`src/design/iqdf_pkg.sv`:
```
package iqdf_pkg;

   // result kinds
   localparam logic [2:0] KIND_IN_ORDER = 3'd0;
   localparam logic [2:0] KIND_GAP      = 3'd1;
   localparam logic [2:0] KIND_STALE    = 3'd2;
   localparam logic [2:0] KIND_SAMPLE   = 3'd3;
   localparam logic [2:0] KIND_REJECT   = 3'd4;

   localparam logic [7:0] MAGIC0   = 8'h44;  // 'D'
   localparam logic [7:0] MAGIC1   = 8'h52;  // 'R'
   localparam logic [2:0] HDR_LAST = 3'd7;   // header is 8 bytes
   localparam logic [2:0] SMP_LAST = 3'd5;   // sample is 6 bytes

   localparam int RSP_DATA_W = 112;

   typedef struct packed {
      logic [7:0] data_byte;
      logic       end_of_packet;
   } req_word_type;

   typedef struct packed {
      logic [2:0]         kind;
      logic [15:0]        seq_number;
      logic signed [31:0] i_value;
      logic signed [31:0] q_value;
      logic [31:0]        missed_total;
   } rsp_word_type;

endpackage

```
`src/design/iqdf_in_reg.sv`:
```
module iqdf_in_reg
   import iqdf_pkg::*;
(
   input  logic         clock,
   input  logic         reset,
   input  logic         req_tvalid,
   output logic         req_tready,
   input  req_word_type req_word,
   input  logic         take,
   output logic         word_valid,
   output req_word_type word
);

   logic         valid_ff, valid_in;
   req_word_type word_ff;

   assign req_tready = !valid_ff || take;
   assign valid_in   = (req_tvalid && req_tready) || (valid_ff && !take);

   always_ff @(posedge clock) begin
      if (reset) begin
         valid_ff <= 1'b0;
      end else begin
         valid_ff <= valid_in;
      end
      if (req_tvalid && req_tready) begin
         word_ff <= req_word;
      end
   end

   assign word_valid = valid_ff;
   assign word       = word_ff;

endmodule

```
`src/design/iqdf_parser.sv`:
```
module iqdf_parser
   import iqdf_pkg::*;
(
   input  logic         clock,
   input  logic         reset,
   input  req_word_type word,
   input  logic         step,
   output logic         res_valid,
   output rsp_word_type res
);

   typedef enum logic [1:0] {
      MODE_HEADER  = 2'd0,
      MODE_SAMPLES = 2'd1,
      MODE_DISCARD = 2'd2
   } mode_type;

   mode_type    mode_ff, mode_in;
   logic [2:0]  hdr_pos_ff, hdr_pos_in;
   logic [15:0] exp_seq_ff, exp_seq_in;
   logic        seq_known_ff, seq_known_in;
   logic [15:0] cur_seq_ff, cur_seq_in;
   logic [15:0] limit_ff, limit_in;
   logic [7:0]  gain_ff, gain_in;
   logic [15:0] smp_idx_ff, smp_idx_in;
   logic [2:0]  byte_pos_ff, byte_pos_in;
   logic [39:0] partial_ff, partial_in;
   logic [31:0] missed_ff, missed_in;

   logic [7:0]  b;
   logic [47:0] full;
   logic        stale;
   logic [15:0] next_seq;

   // 24-bit sample as Q23, times the gain when it is above one
   function automatic logic signed [31:0] scale24(input logic [23:0] raw,
                                                  input logic [7:0] gain);
      logic signed [31:0] sx;
      logic signed [31:0] gx;
      sx = {{8{raw[23]}}, raw};
      gx = {24'd0, gain};
      if (gain > 8'd1) begin
         scale24 = sx * gx;
      end else begin
         scale24 = sx;
      end
   endfunction

   assign b    = word.data_byte;
   assign full = {partial_ff, b};

   // seq + 2, with the odd wrap: 0xFFFE goes to 1 and 0xFFFF goes to 0
   always_comb begin
      if (cur_seq_ff == 16'hFFFE) begin
         next_seq = 16'd1;
      end else if (cur_seq_ff == 16'hFFFF) begin
         next_seq = 16'd0;
      end else begin
         next_seq = cur_seq_ff + 16'd2;
      end
   end

   always_comb begin
      mode_in      = mode_ff;
      hdr_pos_in   = hdr_pos_ff;
      exp_seq_in   = exp_seq_ff;
      seq_known_in = seq_known_ff;
      cur_seq_in   = cur_seq_ff;
      limit_in     = limit_ff;
      gain_in      = gain_ff;
      smp_idx_in   = smp_idx_ff;
      byte_pos_in  = byte_pos_ff;
      partial_in   = partial_ff;
      missed_in    = missed_ff;
      stale        = 1'b0;
      res_valid    = 1'b0;
      res          = '0;

      unique case (mode_ff)
         MODE_HEADER: begin
            if ((hdr_pos_ff == 3'd0 && b != MAGIC0) ||
                (hdr_pos_ff == 3'd1 && b != MAGIC1)) begin
               res_valid = 1'b1;
               res.kind  = KIND_REJECT;
               mode_in   = MODE_DISCARD;
            end else if (hdr_pos_ff == HDR_LAST) begin
               res.kind = KIND_IN_ORDER;
               if (seq_known_ff && cur_seq_ff != exp_seq_ff) begin
                  missed_in = missed_ff + 32'd1;
                  stale     = (cur_seq_ff < exp_seq_ff) && (cur_seq_ff[0] == exp_seq_ff[0]);
                  res.kind  = stale ? KIND_STALE : KIND_GAP;
               end
               if (!stale) begin
                  exp_seq_in   = next_seq;
                  seq_known_in = 1'b1;
                  mode_in      = MODE_SAMPLES;
                  smp_idx_in   = '0;
                  byte_pos_in  = '0;
                  partial_in   = '0;
               end else begin
                  mode_in = MODE_DISCARD;
               end
               res_valid      = 1'b1;
               res.seq_number = cur_seq_ff;
            end else begin
               case (hdr_pos_ff)
                  3'd2:    cur_seq_in = {cur_seq_ff[15:8], b};
                  3'd3:    cur_seq_in = {b, cur_seq_ff[7:0]};
                  3'd4:    limit_in   = {limit_ff[15:8], b};
                  3'd5:    limit_in   = {b, limit_ff[7:0]};
                  3'd6:    gain_in    = b;
                  default: ;
               endcase
               hdr_pos_in = hdr_pos_ff + 3'd1;
               if (word.end_of_packet) begin
                  res_valid = 1'b1;
                  res.kind  = KIND_REJECT;
               end
            end
         end
         MODE_SAMPLES: begin
            if (smp_idx_ff < limit_ff) begin
               if (byte_pos_ff >= SMP_LAST) begin
                  res_valid      = 1'b1;
                  res.kind       = KIND_SAMPLE;
                  res.seq_number = cur_seq_ff;
                  res.i_value    = scale24(full[47:24], gain_ff);
                  res.q_value    = scale24(full[23:0], gain_ff);
                  smp_idx_in     = smp_idx_ff + 16'd1;
                  byte_pos_in    = '0;
                  partial_in     = '0;
               end else begin
                  partial_in  = {partial_ff[31:0], b};
                  byte_pos_in = byte_pos_ff + 3'd1;
               end
            end
         end
         MODE_DISCARD: ;
         default: ;
      endcase

      if (word.end_of_packet) begin
         mode_in     = MODE_HEADER;
         hdr_pos_in  = '0;
         smp_idx_in  = '0;
         byte_pos_in = '0;
         partial_in  = '0;
      end

      res.missed_total = missed_in;
   end

   always_ff @(posedge clock) begin
      if (reset) begin
         mode_ff      <= MODE_HEADER;
         hdr_pos_ff   <= '0;
         exp_seq_ff   <= '0;
         seq_known_ff <= 1'b0;
         cur_seq_ff   <= '0;
         limit_ff     <= '0;
         gain_ff      <= '0;
         smp_idx_ff   <= '0;
         byte_pos_ff  <= '0;
         partial_ff   <= '0;
         missed_ff    <= '0;
      end else if (step) begin
         mode_ff      <= mode_in;
         hdr_pos_ff   <= hdr_pos_in;
         exp_seq_ff   <= exp_seq_in;
         seq_known_ff <= seq_known_in;
         cur_seq_ff   <= cur_seq_in;
         limit_ff     <= limit_in;
         gain_ff      <= gain_in;
         smp_idx_ff   <= smp_idx_in;
         byte_pos_ff  <= byte_pos_in;
         partial_ff   <= partial_in;
         missed_ff    <= missed_in;
      end
   end

endmodule

```
`src/design/iqdf_out_reg.sv`:
```
module iqdf_out_reg
   import iqdf_pkg::*;
(
   input  logic         clock,
   input  logic         reset,
   input  logic         load,
   input  rsp_word_type word,
   output logic         can_load,
   output logic         rsp_tvalid,
   input  logic         rsp_tready,
   output rsp_word_type rsp_word
);

   logic         valid_ff, valid_in;
   rsp_word_type word_ff;

   assign can_load = !valid_ff || rsp_tready;
   assign valid_in = load || (valid_ff && !rsp_tready);

   always_ff @(posedge clock) begin
      if (reset) begin
         valid_ff <= 1'b0;
      end else begin
         valid_ff <= valid_in;
      end
      if (load) begin
         word_ff <= word;
      end
   end

   assign rsp_tvalid = valid_ff;
   assign rsp_word   = word_ff;

endmodule

```
`src/design/iq_packet_deframer_seq_check.sv`:
```
// Channel | Dir | Word contents
// --------+-----+-------------------------------------------------------------
// req_    | in  | tdata[7:0] packet byte, tlast = last byte of the packet
// rsp_    | out | tuser[2:0] kind; tdata = seq, I, Q, missed count (see ports)
//
// One byte per clock, sustained while the result side is not stalled. A byte
// is captured in the input register, parsed in one pass of combinational
// logic and its result (if any) lands in the result register.
// Reset is synchronous; no clearing pass follows.
// A stalled result only holds back a byte that makes a result of its own;
// bytes that make none keep flowing through the parser.
module iq_packet_deframer_seq_check
   import iqdf_pkg::*;
(
   input  logic                  clock,
   input  logic                  reset,
   input  logic                  req_tvalid,
   output logic                  req_tready,
   input  logic [7:0]            req_tdata,   // [7:0] data_byte
   input  logic                  req_tlast,   // end_of_packet
   output logic                  rsp_tvalid,
   input  logic                  rsp_tready,
   // [15:0] seq_number, [47:16] i_value, [79:48] q_value, [111:80] missed_total
   output logic [RSP_DATA_W-1:0] rsp_tdata,
   output logic [2:0]            rsp_tuser    // [2:0] kind
);

   req_word_type req_word;
   req_word_type word;
   logic         word_valid;
   logic         res_valid;
   rsp_word_type res;
   rsp_word_type rsp_word;
   logic         can_load;
   logic         advance;
   logic         load;

   assign req_word.data_byte     = req_tdata;
   assign req_word.end_of_packet = req_tlast;

   // Held byte moves on when it makes no result or the result register
   // has room for what it makes.
   assign advance = word_valid && (!res_valid || can_load);
   assign load    = advance && res_valid;

   iqdf_in_reg u_in_reg (
      .clock      (clock),
      .reset      (reset),
      .req_tvalid (req_tvalid),
      .req_tready (req_tready),
      .req_word   (req_word),
      .take       (advance),
      .word_valid (word_valid),
      .word       (word)
   );

   // Header parse, sequence check and sample unpack/scale.
   iqdf_parser u_parser (
      .clock     (clock),
      .reset     (reset),
      .word      (word),
      .step      (advance),
      .res_valid (res_valid),
      .res       (res)
   );

   iqdf_out_reg u_out_reg (
      .clock      (clock),
      .reset      (reset),
      .load       (load),
      .word       (res),
      .can_load   (can_load),
      .rsp_tvalid (rsp_tvalid),
      .rsp_tready (rsp_tready),
      .rsp_word   (rsp_word)
   );

   assign rsp_tuser = rsp_word.kind;
   assign rsp_tdata = {rsp_word.missed_total, rsp_word.q_value,
                       rsp_word.i_value, rsp_word.seq_number};

endmodule

```
`config.mk`:
```
export PLATFORM = sky130hd
export DESIGN_NAME = iq_packet_deframer_seq_check
export DESIGN_NICKNAME = d
export VERILOG_FILES = /design/src/design/iqdf_pkg.sv /design/src/design/iqdf_in_reg.sv /design/src/design/iqdf_parser.sv /design/src/design/iqdf_out_reg.sv /design/src/design/iq_packet_deframer_seq_check.sv
export SDC_FILE = /design/constraint.sdc
export NUM_CORES = 2
export LEC_CHECK = 0
export BUFFER_PORTS_ARGS = -buffer_cell sky130_fd_sc_hd__clkbuf_2
export CORE_ASPECT_RATIO = 1.2
export CORE_MARGIN = 1
export CORE_UTILIZATION = 45
export CTS_CLUSTER_DIAMETER = 50
export CTS_CLUSTER_SIZE = 28
export DETAILED_ROUTE_END_ITERATION = 12
export PLACE_DENSITY_LB_ADDON = 0.05
export SLEW_MARGIN = 20
export SYNTH_ARGS = -nofsm -noshare
export SYNTH_HDL_FRONTEND = slang
export SYNTH_SLANG_ARGS = --single-unit
export TNS_END_PERCENT = 100
```
`constraint.sdc`:
```
create_clock -name clock -period 24 [get_ports clock]
set_input_delay 4.8 -clock clock [delete_from_list [all_inputs] [get_ports clock]]
set_output_delay 4.8 -clock clock [all_outputs]
set_load 0.01 [all_outputs]
```
==> reports/results.txt <==
Die Y -> 268 um
outcome -> finished, violations left
VDD IR max -> 0.0000553 V
dominant synthesized flop cell -> dfxtp_1
multi-input logic area -> 0.0172 mm2
crit path cell chain -> clkbuf_2, nor2b_1, nand3_1, clkbuf_2
worst endpoint required time -> 19.20 ns
total CTS buffers -> 38
routability cong. -> 0.839
antenna violations before repair -> 1
crit-path max cell delay -> 0.19 ns
Final Cell Area -> 0.0291 mm2
Syn. warnings -> 0
worst-skew pair later-pin latency -> 0.57 ns
ratio of cells with drive above 1 in the final layout -> 9.06%
Vias -> 20700
drt first-iter violations -> 1320
worst hold path class -> reg -> reg
row count -> 97
Max-Cap Viols -> 0
CP delay by family, top -> simple AND/OR/NAND/NOR gates
I/O Pins -> 130
Setup Skew -> 0.0266 ns
Final Hold Fails -> 0
gr ovfl total -> 0
Post-Syn Nets -> 3482
cell area power density -> 39.6 mW/mm2
FF+latch area -> 0.00683 mm2
Critical Path Source Type -> primary input
fin nets -> 3493
RSZ-0062 raised after global routing -> false
commonest non-fill, non-tap cell in the layout -> inv_1
Netlist cell types -> 76
CP arrival -> 5.34 ns
Via density -> 5.39
DRC viols -> 2
final number of max-transition violations -> 0
R2R setup slack -> 17.38 ns
Initial Util -> 45.5%
Routed WL -> 71.5 mm
FMAX -> 98.6 MHz
clk buf depth -> 3
first-pass GRT wire length -> 116 mm
Crit path top cell by count -> clkbuf_2
slowest stage cell, crit path -> nor2b_1
Mapped Area -> 0.0265 mm2
Setup TNS -> 0 ns
post-synthesis instance total -> 3005
largest net degree at the start of global routing -> 81
Worst-Margin Slew -> 1.02 ns
Max transition margin -> 31.9%
antenna cell count -> 0
DR WL/cell -> 18.6 um
Setup CP Type -> in -> out
die width -> 224 um
crit share post-route -> 42.2%
core region area -> 0.0584 mm2
Final min period -> 10.14 ns
Worst setup EP type -> output port
Worst-path clk slew -> 0.07 ns
total die area -> 0.0600 mm2
drt first pass iters -> 9
WP buf/inv -> 2
fill count -> 5610
port bufs -> 129
leakage -> 13.3 nW
gr usage total -> 24.6%
# Post-CTS Setup Buffers -> 0
CTS tree -> done
cts hold-fix bufs -> 0
DP Area -> 0.0277 mm2
Area Growth Syn to Fin -> 9.44%
FF+latch count, synth -> 279
sequential-to-total area share from yosys stat -> 25.7%
vias in the first global route -> 21700
root buffer cell -> clkbuf_16
antenna-violating nets left -> 0
syn avg cell area -> 8.83 um2
ys async rst share -> 0%
# setup viols final -> 0
clock sinks -> 279
failing checks -> design-rule violations
CTS H-tree depth -> 2
EDFF count, synth -> 124
DPL Wire Length -> 49.2 mm
post-cts resize count -> 0
CP Max Fanout -> 3
most frequent cells in the layout -> 463 x inv_1, 376 x nand2_1, 296 x fa_1
[synthesized netlist by cell type (51+ instances only)]
| cell type | number | area (um2) |
|---|---|---|
| a21oi_1 | 179 | 896 |
| and2_1 | 201 | 1260 |
| clkbuf_1 | 144 | 541 |
| dfxtp_1 | 155 | 3100 |
| edfxtp_1 | 124 | 3720 |
| fa_1 | 296 | 5930 |
| ha_1 | 168 | 2100 |
| inv_1 | 463 | 1740 |
| nand2_1 | 377 | 1420 |
| nand3_1 | 85 | 425 |
| nor2_1 | 146 | 548 |
| o21ai_0 | 51 | 255 |
| xnor2_1 | 67 | 587 |
| xor2_1 | 51 | 447 |
[cell families after synthesis]
group,Yosys count,share of synthesized area [%]
buffers and inverters,656,9.52
flip-flops,279,25.7
multiplexers,29,1.10
XOR/XNOR,118,3.89
AND/OR/NAND/NOR,1022,19.0
adder cells (fa/ha/maj),464,30.2
AO/OA/AOI/OAI,437,10.5
[sequential cells by signal, indices dropped and copies added, names as in the netlist]
register,flops
u_out_reg.rsp_word,115
u_parser.partial_ff,40
u_parser.missed_ff,32
u_parser.cur_seq_ff,16
u_parser.exp_seq_ff,16
u_parser.limit_ff,16
u_parser.smp_idx_ff,16
u_in_reg.word,9
u_parser.gain_ff,8
u_parser.byte_pos_ff,3
u_parser.hdr_pos_ff,3
u_parser.mode_ff,2
u_in_reg.word_valid,1
u_out_reg.rsp_tvalid,1
u_parser.seq_known_ff,1
[report_power, final]
group | leakage [nW] | switching, mW | internal [mW] | total, mW
Combinational | 10.3 | 0.0329 | 0.0119 | 0.0448
Clock | 0.647 | 0.253 | 0.340 | 0.593
Sequential | 2.32 | 0.00521 | 0.508 | 0.513
[path summary, 6_finish.rpt]
path	cells after the start	from	to
worst max-delay path	4	rsp_tready	req_tready
worst max register to register	17	u_parser.gain_ff[7]	u_out_reg.rsp_word[94]
worst min register to register	2	u_parser.exp_seq_ff[7]	u_parser.exp_seq_ff[7]
worst min-delay path	2	u_parser.exp_seq_ff[7]	u_parser.exp_seq_ff[7]
[stage by stage]
step | cells | power [mW] | hold WS [ns] | setup WS, ns | utilization [%]
after floorplan | 3005 | 0.547 | 0.432 | 12.18 | -
after global placement | 3767 | 0.567 | 0.440 | 13.84 | 47.4
after detailed placement | 3768 | 0.568 | 0.445 | 13.87 | 47.5
after CTS | 3837 | 1.17 | 0.454 | 13.86 | 49.7
after global routing | 3837 | 1.19 | 0.481 | 13.79 | 49.8
final | 3837 | 1.15 | 0.454 | 13.86 | 49.8
[layer usage]
metal	up-vias	track usage [%]	part of all wire, %
met2	473	44.0	50
li1	9740	-	-
met3	106	2.98	4.7
met1	10400	30.9	42
met5	-	0	0
met4	0	7.31	2.5
[tightest hold or removal path: stages (launching register included)]
cell and delay (ns):
dfxtp_1 0.31, nand2_1 0.05, a21oi_1 0.05
[final cells by class]
class                      instances  share of cell area [%]
multi-input combinational       2070                    59.3
clock inverter                    26                    1.09
inverter                         463                    5.98
tap                              792                    3.41
sequential                       279                    23.5
timing repair buffer             164                    3.20
clock buffer                      43                    3.48
(Power assumes the default switching activity.)
